### src/rtl/pei_pkg.sv
// pendulum euler integrator package: widths, fixed-point constants, atan table,
// fsm state type and the command/status structs between controller and datapath
// no dependencies
`default_nettype none

package pei_pkg;

  // default module parameters
  localparam int unsigned DefCordicIterations = 24;
  localparam int unsigned DefIndexWidth       = 20;

  // port and register widths
  localparam int unsigned DataW      = 32;
  localparam int unsigned StepIndexW = 20;
  localparam int unsigned StepSizeW  = 16;
  localparam int unsigned GainW      = 24;
  localparam int unsigned StepLimitW = 20;
  localparam int unsigned CfgIdxW    = 3;
  localparam int unsigned CfgDataW   = 32;

  // configuration register indexes
  typedef enum logic [CfgIdxW-1:0] {
    CFG_STEP_SIZE        = 3'd0,
    CFG_GRAVITY_OVER_LEN = 3'd1,
    CFG_INITIAL_ANGLE    = 3'd2,
    CFG_INITIAL_VELOCITY = 3'd3,
    CFG_STEP_LIMIT       = 3'd4
  } pei_cfg_idx_t;

  // configuration reset values
  localparam logic [StepSizeW-1:0]    ResetStepSize    = 16'd655;
  localparam logic [GainW-1:0]        ResetGravity     = 24'd642908;
  localparam logic signed [DataW-1:0] ResetInitAngle   = 32'sd134217728;
  localparam logic signed [DataW-1:0] ResetInitVel     = 32'sd0;
  localparam logic [StepLimitW-1:0]   ResetStepLimit   = 20'd1000;

  // angle range reduction, Q3.28 with one guard bit
  localparam int unsigned RedW = 33;
  localparam logic signed [RedW-1:0] PiQ28     = 33'sd843314857;
  localparam logic signed [RedW-1:0] TwoPiQ28  = 33'sd1686629713;
  localparam logic signed [RedW-1:0] HalfPiQ28 = 33'sd421657428;

  // cordic datapath, Q1.30 with headroom
  localparam int unsigned CorW     = 34;
  localparam int unsigned AtanIdxW = 5;
  localparam int unsigned AtanW    = 30;
  localparam logic signed [CorW-1:0] CordicGainQ30 = 34'sd652032874;

  // multiply and rounding widths
  localparam int unsigned ProdGW       = 59;  // (g/L) * sin
  localparam int unsigned AccW         = 42;  // acceleration, Q3.28
  localparam int unsigned ProdVW       = 59;  // dt * accel
  localparam int unsigned ProdAW       = 49;  // dt * velocity
  localparam int unsigned VelSumW      = 45;
  localparam int unsigned AngSumW      = 35;
  localparam int unsigned SatInW       = 45;
  localparam int unsigned GRoundShift  = 18;
  localparam int unsigned DtRoundShift = 16;
  localparam int          GHalf        = 1 << (GRoundShift - 1);
  localparam int          DtHalf       = 1 << (DtRoundShift - 1);

  // truncated atan(2^-i), Q1.30
  function automatic logic [AtanW-1:0] atan_q30(input logic [AtanIdxW-1:0] idx);
    logic [AtanW-1:0] val;
    case (idx)
      5'd0:    val = 30'd843314856;
      5'd1:    val = 30'd497837829;
      5'd2:    val = 30'd263043836;
      5'd3:    val = 30'd133525158;
      5'd4:    val = 30'd67021686;
      5'd5:    val = 30'd33543515;
      5'd6:    val = 30'd16775850;
      5'd7:    val = 30'd8388437;
      5'd8:    val = 30'd4194282;
      5'd9:    val = 30'd2097149;
      5'd10:   val = 30'd1048575;
      5'd11:   val = 30'd524287;
      5'd12:   val = 30'd262143;
      5'd13:   val = 30'd131071;
      5'd14:   val = 30'd65535;
      5'd15:   val = 30'd32767;
      5'd16:   val = 30'd16383;
      5'd17:   val = 30'd8191;
      5'd18:   val = 30'd4095;
      5'd19:   val = 30'd2047;
      5'd20:   val = 30'd1023;
      5'd21:   val = 30'd511;
      5'd22:   val = 30'd255;
      5'd23:   val = 30'd127;
      5'd24:   val = 30'd63;
      5'd25:   val = 30'd31;
      5'd26:   val = 30'd15;
      5'd27:   val = 30'd8;
      5'd28:   val = 30'd4;
      5'd29:   val = 30'd2;
      5'd30:   val = 30'd1;
      default: val = 30'd0;
    endcase
    return val;
  endfunction

  // controller states
  typedef enum logic [2:0] {
    ST_IDLE,
    ST_CHECK,
    ST_REDUCE,
    ST_ROTATE,
    ST_MUL_G,
    ST_ROUND_G,
    ST_MUL_DT,
    ST_UPDATE
  } pei_state_t;

  // controller to datapath
  typedef struct packed {
    logic accept;   // input transfer this cycle
    logic emit;     // capture current state into the output register
    logic reduce;   // range-reduce angle, start cordic
    logic rotate;   // one cordic iteration
    logic mul_g;    // (g/L) * sin
    logic round_g;  // round to acceleration
    logic mul_dt;   // dt * accel and dt * velocity
    logic update;   // write back angle, velocity, index
  } pei_cmd_t;

  // datapath to controller
  typedef struct packed {
    logic past_limit;
    logic rot_done;
  } pei_status_t;

endpackage

`default_nettype wire

### src/rtl/pei_ctrl.sv
// pendulum euler integrator controller: step sequencer fsm and output valid flag
// depends on pei_pkg
`default_nettype none

module pei_ctrl import pei_pkg::*; (
  input  wire logic        clk,
  input  wire logic        rst_n,
  input  wire logic        in_valid,
  output logic             in_ready,
  output logic             out_valid,
  input  wire logic        out_ready,
  input  wire pei_status_t status,
  output pei_cmd_t         cmd
);

  pei_state_t state_r, state_nxt;
  logic       out_valid_r, out_valid_nxt;
  logic       out_free;

  // output slot can take a new result
  assign out_free = !out_valid_r || out_ready;

  // next state
  always_comb begin
    state_nxt = state_r;
    unique case (state_r)
      ST_IDLE: begin
        if (in_valid) state_nxt = ST_CHECK;
      end
      ST_CHECK: begin
        if (status.past_limit) state_nxt = ST_IDLE;
        else if (out_free)     state_nxt = ST_REDUCE;
      end
      ST_REDUCE:  state_nxt = ST_ROTATE;
      ST_ROTATE: begin
        if (status.rot_done) state_nxt = ST_MUL_G;
      end
      ST_MUL_G:   state_nxt = ST_ROUND_G;
      ST_ROUND_G: state_nxt = ST_MUL_DT;
      ST_MUL_DT:  state_nxt = ST_UPDATE;
      ST_UPDATE:  state_nxt = ST_IDLE;
      default:    state_nxt = ST_IDLE;
    endcase
  end

  // outputs
  always_comb begin
    cmd      = '0;
    in_ready = 1'b0;
    unique case (state_r)
      ST_IDLE: begin
        in_ready   = 1'b1;
        cmd.accept = in_valid;
      end
      ST_CHECK:   cmd.emit    = !status.past_limit && out_free;
      ST_REDUCE:  cmd.reduce  = 1'b1;
      ST_ROTATE:  cmd.rotate  = 1'b1;
      ST_MUL_G:   cmd.mul_g   = 1'b1;
      ST_ROUND_G: cmd.round_g = 1'b1;
      ST_MUL_DT:  cmd.mul_dt  = 1'b1;
      ST_UPDATE:  cmd.update  = 1'b1;
      default: begin
        cmd      = '0;
        in_ready = 1'b0;
      end
    endcase
  end

  // result valid: set on emit, cleared on output transfer
  always_comb begin
    out_valid_nxt = out_valid_r;
    if (cmd.emit)      out_valid_nxt = 1'b1;
    else if (out_ready) out_valid_nxt = 1'b0;
  end

  assign out_valid = out_valid_r;

  always_ff @(posedge clk) begin
    if (!rst_n) begin
      state_r     <= ST_IDLE;
      out_valid_r <= 1'b0;
    end else begin
      state_r     <= state_nxt;
      out_valid_r <= out_valid_nxt;
    end
  end

endmodule

`default_nettype wire

### config.mk
export PLATFORM = sky130hd
export DESIGN_NAME = pei_ctrl
export DESIGN_NICKNAME = d
export VERILOG_FILES = /design/src/rtl/pei_pkg.sv /design/src/rtl/pei_ctrl.sv
export SDC_FILE = /design/constraint.sdc
export NUM_CORES = 1
export LEC_CHECK = 0
export ABC_AREA = 0
export BUFFER_PORTS_ARGS = -buffer_cell sky130_fd_sc_hd__buf_2
export CAP_MARGIN = 20
export CORE_AREA = 2 2 39 41
export CTS_CLUSTER_SIZE = 24
export DETAILED_ROUTE_END_ITERATION = 7
export DIE_AREA = 0 0 41 43
export MAX_ROUTING_LAYER = met4
export SLEW_MARGIN = 20
export SYNTH_ARGS = -nofsm -noshare
export SYNTH_HDL_FRONTEND = slang
export SYNTH_SLANG_ARGS = --single-unit
### constraint.sdc
create_clock -name clk -period 1.1 [get_ports clk]
set_clock_uncertainty 0.05 [all_clocks]
set_input_delay 0.055 -clock clk [delete_from_list [all_inputs] [get_ports clk]]
set_output_delay 0.055 -clock clk [all_outputs]
set_load 0.05 [all_outputs]
After elaboration in Yosys (flattened, before gate mapping). Index checks and enable logic that the tools add are counted.

Equality and inequality tests: 10. Mux-type cells: 16. Reduce and logical (&&, ||, !) cells: 7.

Operators with widths (count): case mux 3 bit (8 select lines) (1); equality test 3 bit, second input constant (4); two-way mux 3 bit (4); two-way mux 1 bit (11); equality test 3 x 2 -> 1 bit, second input constant (2); != test 2 bit, second input constant (2); equality test 3 x 1 -> 1 bit, second input constant (1); logical NOT 3 bit (1); != test 3 bit, second input constant (1); AND reduction 3 bit (1); logical NOT 1 bit (2); nonzero test 2 bit (1); logical AND 1 bit (1); logical OR 1 bit (1).

Register bits after elaboration: 4. Input bits: 6.

Longest topological paths before layout. Gate-level depths: netlist (run 1).

Word-level depth: 5. Depth in mapped cells: 4. Mapped depth without buffers: 3.

Worst setup path after synthesis (run 1). No wires, ideal clock.

Kind: register to output. Start: reg state_r[2]. End: out cmd[3] in the netlist's numbering. Data arrival time: 1.707 ns. Required time: 0.995 ns. Slack: -0.712 ns. Stages on the path, launching flop included: 3. Path buffers: 1. Cells stage by stage: dfxtp_1 > buf_2 > nor3b_1.

RTL lines: from (decl) (line pei_ctrl.sv:16) `pei_state_t state_r, state_nxt;`; from (signal assigned) (line pei_ctrl.sv:83) `state_r <= state_nxt;`; to (decl) (line pei_ctrl.sv:13) `output pei_cmd_t cmd`.

==> flow_metrics.env, run 1 <==
export IMPL_status="complete, but fails checks"
export IMPL_violations="setup timing"
export IMPL_hp_class="in -> reg"
export IMPL_post_drt_wl_per_cell_um=10.8
export IMPL_drtIter0Drc=3
export IMPL_required_ns=1.00
export IMPL_critPathMaxFanout=4
export IMPL_relSlewSlack_pct=73.0
export IMPL_use_met3_pct=0
export IMPL_startpoint_type="flop"
export IMPL_crit_arrival_ns=1.23
export IMPL_place_congestion=0.797
export IMPL_netlist_area_um2=282
export IMPL_netlist_instances=33
export IMPL_antenna_found_initial=0
export IMPL_end_kind="output pin"
export IMPL_overflow=0
export IMPL_ys_types=21
export IMPL_layout_drive_gt1_share_pct=78.2
export IMPL_drtPass1Iterations=4
export IMPL_path_cells="nor4b_4 -> nor2b_2 -> buf_6"
export IMPL_ant_nets=0
export IMPL_dp_cells=65
export IMPL_layout_commonest_cell="buf_6"
export IMPL_post_route_period_util_pct=121
export IMPL_crit_type="reg -> out"
export IMPL_slew_violations=0
export IMPL_power_density_nw_per_um2=1010
export IMPL_coreArea_um2=1380
export IMPL_ios=16
export IMPL_grt_use_met1_pct=11.0
export IMPL_htreeDepth=1
export IMPL_crit_family="simple AND/OR/NAND/NOR gates"
export IMPL_clockRootBuffer="clkbuf_4"
export IMPL_final_hold_violation_count=0
export IMPL_cellLeakagePower_nw=0.254
export IMPL_die_area_um2=1760
export IMPL_cts_buffers_inserted=3
export IMPL_syn_avg_cell_area_um2=8.53
export IMPL_cts_sink_count=4
export IMPL_drc_errors=0
export IMPL_stdcell_count=71
export IMPL_grt_busiest_layer="met2"
export IMPL_final_setup_tns_ns=-1.48
export IMPL_final_cell_mix="buf_6, buf_2, buf_4"
export IMPL_grt_first_pass_wirelength_mm=1.22
export IMPL_max_stage_delay_ns=0.35
export IMPL_syn2layout_area_growth_pct=102
export IMPL_num_vias=312
export IMPL_fp_dieW_um=41
export IMPL_vias_per_cell=4.39
export IMPL_synth_net_count=39
export IMPL_grt_pass1_vias=306
export IMPL_cts_tree="done"
export IMPL_fmax_mhz=751
export IMPL_clk_pin_slew_ns=0.04
export IMPL_nets=63
export IMPL_grt_max_degree=9
export IMPL_num_rows=14
export IMPL_track_usage_pct=10.4
export IMPL_yosysSeqAreaShare_pct=28.4
export IMPL_post_route_min_period_ns=1.33
export IMPL_rsz0062_at_grt="yes"
export IMPL_setup_slack_ns=-0.232
export IMPL_hpwl_um=523
export IMPL_setup_viol=10
export IMPL_finalWirelength_um=768
export IMPL_drv_cap=0
export IMPL_start_util_pct=20.3
export IMPL_antennaDiodeCount=0
export IMPL_clock_latency_ns=0.24
export IMPL_fp_dieH_um=43
export IMPL_port_buffers=15
export IMPL_tightest_slew_ns=0.399
export IMPL_clk_path_buf_depth=2
export IMPL_yosysWarnings=0
export IMPL_critPathBufInv=1
export IMPL_ir_drop_mv=0.441
export IMPL_grt_use_met2_pct=17.2
export IMPL_crit_slowest_cell="dfxtp_4"
export IMPL_synth_seq_cells=4
-- worst paths after layout --
path	startpoint	endpoint	slack [ns]	depth (start not counted)
max reg2reg	state_r[2]$_SDFFE_PN0P_	state_r[1]$_SDFFE_PN0P_	-0.12	3
max	state_r[2]$_SDFFE_PN0P_	cmd[6]	-0.23	3
min	rst_n	out_valid$_SDFFE_PN0P_	0.002	2
min reg2reg	state_r[0]$_SDFFE_PN0P_	state_r[0]$_SDFFE_PN0P_	0.58	2
-- cells in the mapped netlist --
cell / count / area share (%)
nand2b_1: 1 / 2.2
and2_1: 1 / 2.2
nor2b_1: 2 / 4.4
and3_1: 1 / 2.2
nor4b_2: 1 / 5.3
a31oi_1: 1 / 2.2
a21oi_1: 1 / 1.8
buf_2: 3 / 5.3
o21a_1: 1 / 2.7
nor3b_2: 1 / 4.4
nor3b_1: 2 / 5.3
o21bai_2: 1 / 4.0
a21boi_1: 1 / 2.7
nand2_1: 4 / 5.3
o41ai_1: 1 / 3.1
nand4b_1: 1 / 3.1
dfxtp_1: 4 / 28
nor2_1: 2 / 2.7
nor3_2: 1 / 3.6
and3b_1: 2 / 6.2
buf_4: 1 / 2.7
-- through the flow --
stage	utilization, %	setup WS, ns	cell area [µm²]	power [mW]	hold WS (ns)
detailed placement	30.6	-0.0882	423	0.334	0.251
floorplan	-	-0.284	325	0.295	0.123
CTS	39.6	-0.207	548	0.568	0.00374
global route	41.1	-0.286	569	0.595	0.0195
finish	41.1	-0.232	569	0.575	0.00159
global placement	30.6	-0.0798	423	0.333	0.263
-- power by group --
| part | internal [mW] | switching [mW] | total [mW] |
|---|---|---|---|
| sequential | 0.154 | 0.00925 | 0.163 |
| combinational | 0.0980 | 0.120 | 0.218 |
| clock | 0.123 | 0.0707 | 0.193 |
-- timing repair --
action,4_1_cts,5_1_grt
gates resized for setup,24,7
hold buffers,0,0
endpoints found under the setup margin,10,12
buffers inserted,3,0
pin swaps,2,2
-- worst register-to-register path, delay by kind of cell, from the launching register on --
family	cells	cell delay, ns
AOI/OAI and AO/OA	2	0.65
and+or+nand+nor	1	0.06
DFF	1	0.35
-- sequential cells by signal, summed over array words and instances, names as in the netlist --
name	count
out_valid	1
state_r	3
-- metal layers --
layer / part of all wire, % / routed length [µm]
met1: 35 / 272
met2: 58 / 447
met3: 3.4 / 26
met4: 2.7 / 21
met5: 0 / 0
-- cell type report --
class | count | area, µm²
multi-input cells | 25 | 236
well taps | 16 | 20.0
repair buffers | 23 | 203
clock buffers | 3 | 22.5
flip-flops and latches | 4 | 87.6
fillers | 143 | 815
-- kinds of logic after synthesis --
kind of cell / synth area share [%]
AOI/OAI and AO/OA: 16.4
DFF: 28.4
buffers and inverters: 8.00
and+or+nand+nor: 47.1
No activity file was read; power rests on OpenSTA's default activity.
==> inputs of run 2 (changes only) <==
==> constraint.sdc (replaced) <==
create_clock -name clk -period 1.1 [get_ports clk]
set_clock_uncertainty 0.05 [all_clocks]
set_input_delay 0.055 -clock clk [delete_from_list [all_inputs] [get_ports clk]]
set_output_delay 0.055 -clock clk [all_outputs]
set_load 0.005 [all_outputs]
==> run 2 against run 1 <==
  * The run still ends with setup timing left
  * Critical path depth stayed put
  * Non-clock buffer count fell by 1
  * Clock power shrank 9%
  * Die area unchanged
  * Core utilization is 6.3 points lower
  * Register-to-register slack better by 0.07 ns
  * Sequential cell count unchanged
  * Fmax rose by 8.6%
  * Sequential power about the same
  * Worst setup slack improved by 0.11 ns
  * First-iteration DRC count down 67%
  * Largest cell class unchanged
==> flow_metrics.env, run 2 (synthesis results as in run 1) <==
export IMPL_fp_dieH_um=43
export IMPL_drtPass1Iterations=2
export IMPL_utilization_pct=34.8
export IMPL_fill_cells=145
export IMPL_grt_first_pass_wirelength_mm=1.06
export IMPL_crit_type="reg -> out"
export IMPL_ant_nets=0
export IMPL_final_cell_mix="buf_2, buf_6, nand2_1"
export IMPL_dp_cells=66
export IMPL_cts_tree="done"
export IMPL_grt_pass1_vias=298
export IMPL_cellLeakagePower_nw=0.239
export IMPL_post_route_period_util_pct=111
export IMPL_antennaDiodeCount=0
export IMPL_setup_slack_ns=-0.126
export IMPL_ir_drop_mv=0.324
export IMPL_drc_errors=0
export IMPL_largest_register_ffs=3
export IMPL_post_route_min_period_ns=1.23
export IMPL_htreeDepth=1
export IMPL_clk_path_buf_depth=2
export IMPL_critPathMaxFanout=4
export IMPL_layout_drive_gt1_share_pct=63.0
export IMPL_startpoint_type="flop"
export IMPL_fmax_mhz=816
export IMPL_layout_commonest_cell="buf_2"
export IMPL_power_density_nw_per_um2=966
export IMPL_drtIter0Drc=1
export IMPL_vias_per_cell=4.50
export IMPL_violations="setup timing"
export IMPL_start_util_pct=20.3
export IMPL_crit_arrival_ns=1.12
export IMPL_end_kind="output pin"
export IMPL_setup_viol=9
export IMPL_clock_latency_ns=0.23
export IMPL_fp_dieW_um=41
export IMPL_regMostFlops="state_r"
export IMPL_required_ns=1.00
export IMPL_syn2layout_area_growth_pct=71.1
export IMPL_place_ws_ns=-0.120
export IMPL_coreArea_um2=1380
export IMPL_stdcell_count=70
export IMPL_port_buffers=15
export IMPL_dpl_cell_area_um2=399
export IMPL_final_hold_violation_count=0
export IMPL_cts_sink_count=4
export IMPL_finalWirelength_um=698
export IMPL_slew_violations=0
export IMPL_tightest_slew_ns=0.306
export IMPL_num_rows=14
export IMPL_clockRootBuffer="clkbuf_4"
export IMPL_overflow=0
export IMPL_post_drt_wl_per_cell_um=9.97
export IMPL_clk_pin_slew_ns=0.04
export IMPL_grt_max_degree=9
export IMPL_drv_cap=0
export IMPL_place_congestion=0.683
export IMPL_relSlewSlack_pct=79.4
export IMPL_die_area_um2=1760
export IMPL_stdcell_area_um2=482
export IMPL_ios=16
export IMPL_status="complete, but fails checks"
export IMPL_rsz0062_at_grt="yes"
export IMPL_track_usage_pct=8.84
export IMPL_hp_class="in -> reg"
export IMPL_cts_buffers_inserted=3
export IMPL_antenna_found_initial=0
export IMPL_num_vias=315
export IMPL_nets=62
## run 2: per-stage QoR
stage	setup TNS (ns)	hold slack [ns]	power (mW)
after global placement	-0.108	0.264	0.265
after detailed placement	-0.133	0.267	0.267
after CTS	-0.542	0.0405	0.464
final	-0.420	0.0390	0.465
after floorplan	0	0.123	0.221
after global routing	-1.06	0.0544	0.495
## run 2: area by class of cell
| cell class | instances | area [µm²] | area share [%] |
|---|---|---|---|
| multi-input cells | 25 | 206 | 42.9 |
| well taps | 16 | 20.0 | 4.16 |
| flip-flops and latches | 4 | 86.3 | 17.9 |
| clock buffers | 3 | 22.5 | 4.68 |
| repair buffers | 22 | 146 | 30.4 |
## run 2: worst max-delay path: stages (launching register included)
cell	delay (ns)
dfxtp_2	0.34
nor4b_4	0.28
nor2b_1	0.16
buf_2	0.12
## run 2: timing repair
item,in CTS,in global routing
gates resized for setup,11,2
setup buffers,1,0
setup endpoints to repair,11,11
pin swaps,2,0
hold buffers,0,0
gates cloned,0,0
## run 2: worst paths after layout
check | start | end | slack (ns) | cells past startpoint
hold / removal | rst_n | out_valid$_SDFFE_PN0P_ | 0.04 | 2
setup reg to reg | state_r[1]$_SDFFE_PN0P_ | state_r[1]$_SDFFE_PN0P_ | -0.05 | 4
setup / recovery | state_r[1]$_SDFFE_PN0P_ | cmd[6] | -0.13 | 3
hold reg to reg | state_r[2]$_SDFFE_PN0P_ | state_r[2]$_SDFFE_PN0P_ | 0.58 | 3
## run 2: power breakdown
| group | switching [mW] | internal (mW) | leakage, nW | total (mW) |
|---|---|---|---|---|
| sequential | 0.0112 | 0.154 | 0.0342 | 0.165 |
| clock | 0.0530 | 0.122 | 0.0138 | 0.175 |
| combinational | 0.0515 | 0.0741 | 0.191 | 0.126 |
| total | 0.116 | 0.349 | 0.239 | 0.465 |
## run 2: layer usage
layer  share of wire (%)  global-route usage, %
met1                  35                   6.73
met5                   0                      -
met4                   0                   2.00
met3                 2.4                   3.14
met2                  62                   17.5
==> inputs of run 3 (changes only) <==
==> constraint.sdc (replaced) <==
create_clock -name clk -period 1.32 [get_ports clk]
set_clock_uncertainty 0.05 [all_clocks]
set_input_delay 0.066 -clock clk [delete_from_list [all_inputs] [get_ports clk]]
set_output_delay 0.066 -clock clk [all_outputs]
set_load 0.005 [all_outputs]
==> run 3 against run 2 <==
  * The flow now finishes without violations
  * Clock power is 14% lower
  * Hold slack lost 0.011 ns
  * Sequential share of layout area grew 1.9 points
  * Largest cell class unchanged
  * Critical path depth unchanged
  * Final cell count down 5.7%
  * Worst setup slack better by 0.15 ns
  * Sequential power fell by 19%
  * Global-route usage grew 1.0 points
  * Core utilization decreased by 5.6 points
  * Register-to-register slack better by 0.19 ns
  * Highest routed layer is now met4
  * Final area down 16%
  * Clock-buffer cell count is the same
==> flow_metrics.env, run 3 (synthesis results as in run 1) <==
export IMPL_critPathMaxFanout=3
export IMPL_coreArea_um2=1380
export IMPL_fp_dieW_um=41
export IMPL_cts_setup_buffers=0
export IMPL_cellLeakagePower_nw=0.202
export IMPL_largest_register_ffs=3
export IMPL_setup_slack_ns=0.0227
export IMPL_path_cells="nor4b_2 -> nor2b_1 -> buf_2"
export IMPL_post_route_period_util_pct=98.3
export IMPL_drtPass1Iterations=1
export IMPL_setup_viol=0
export IMPL_drc_errors=0
export IMPL_dpl_cell_area_um2=377
export IMPL_hold_buffers=0
export IMPL_place_congestion=0.692
export IMPL_crit_slowest_cell="nor4b_2"
export IMPL_antenna_found_initial=0
export IMPL_num_vias=299
export IMPL_required_ns=1.20
export IMPL_slew_violations=0
export IMPL_max_stage_delay_ns=0.34
export IMPL_htreeDepth=1
export IMPL_clk_path_buf_depth=2
export IMPL_utilization_pct=29.2
export IMPL_status="finished, final reports clean"
export IMPL_clk_pin_slew_ns=0.04
export IMPL_regMostFlops="state_r"
export IMPL_start_util_pct=20.3
export IMPL_stdcell_area_um2=404
export IMPL_clockRootBuffer="clkbuf_4"
export IMPL_final_hold_violation_count=0
export IMPL_antennaDiodeCount=0
export IMPL_hp_class="in -> reg"
export IMPL_post_route_min_period_ns=1.30
export IMPL_grt_max_degree=12
export IMPL_cts_buffers_inserted=3
export IMPL_track_usage_pct=9.89
export IMPL_ant_nets=0
export IMPL_end_kind="output pin"
export IMPL_tightest_slew_ns=0.394
export IMPL_grt_first_pass_wirelength_mm=1.06
export IMPL_fmax_mhz=771
export IMPL_nets=58
export IMPL_die_area_um2=1760
export IMPL_crit_arrival_ns=1.18
export IMPL_timing_hold_ws_ns=0.0282
export IMPL_startpoint_type="flop"
export IMPL_crit_type="reg -> out"
export IMPL_fp_dieH_um=43
export IMPL_rsz0062_at_grt="yes"
export IMPL_layout_drive_gt1_share_pct=52.0
export IMPL_ir_drop_mv=0.230
export IMPL_post_drt_wl_per_cell_um=9.29
export IMPL_relSlewSlack_pct=73.4
export IMPL_drtIter0Drc=0
export IMPL_cts_tree="done"
export IMPL_cts_sink_count=4
export IMPL_overflow=0
export IMPL_finalWirelength_um=613
export IMPL_ios=16
export IMPL_grt_pass1_vias=271
export IMPL_clock_latency_ns=0.23
export IMPL_syn2layout_area_growth_pct=43.6
export IMPL_final_cell_mix="buf_2, nand2_1, dfxtp_1"
export IMPL_place_ws_ns=0.163
export IMPL_num_rows=14
export IMPL_power_density_nw_per_um2=895
export IMPL_vias_per_cell=4.53
export IMPL_port_buffers=15
export IMPL_layout_commonest_cell="buf_2"
export IMPL_drv_cap=0
export IMPL_fill_cells=153
## run 3: timing repair
item	in CTS	in global routing
gates resized for setup	0	1
pin swaps	1	0
endpoints found under the setup margin	1	5
## run 3: layer usage
layer	GRT usage (%)	wire [µm]	up-vias
li1	-	-	153
met1	9.68	245	138
met2	13.1	337	6
met3	3.14	17	2
met4	12.0	12	0
met5	-	0	-
## run 3: through the flow
step / setup TNS (ns) / power, mW / cells
4_1_cts: 0 / 0.369 / 66
3_3_place_gp: 0 / 0.214 / 63
6_report: 0 / 0.362 / 66
3_5_place_dp: 0 / 0.213 / 63
2_1_floorplan: 0 / 0.184 / 33
5_1_grt: -0.170 / 0.395 / 66
## run 3: final timing paths
check	startpoint	end	slack, ns	cells past startpoint
worst max-delay path	state_r[2]$_SDFFE_PN0P_	cmd[6]	0.02	3
worst max register to register	state_r[2]$_SDFFE_PN0P_	state_r[1]$_SDFFE_PN0P_	0.14	3
worst min register to register	state_r[0]$_SDFFE_PN0P_	state_r[0]$_SDFFE_PN0P_	0.56	2
worst min-delay path	rst_n	out_valid$_SDFFE_PN0P_	0.03	2
## run 3: cell type report
class / instances / area, µm² / area share, %
Tap cell: 16 / 20.0 / 4.95
Multi-Input combinational cell: 25 / 184 / 45.5
Clock buffer: 3 / 22.5 / 5.57
Timing Repair Buffer: 18 / 97.6 / 24.1
Sequential cell: 4 / 80.1 / 19.8
## run 3: where the power goes
group / internal (mW) / switching (mW)
Combinational: 0.0414 / 0.0361
Clock: 0.102 / 0.0483
Sequential: 0.129 / 0.00539
## run 3: worst max-delay path: cells and delay by family (launching register included)
kind,cells,cell delay [ns]
and+or+nand+nor,2,0.51
DFF,1,0.32
buffers and inverters,1,0.11
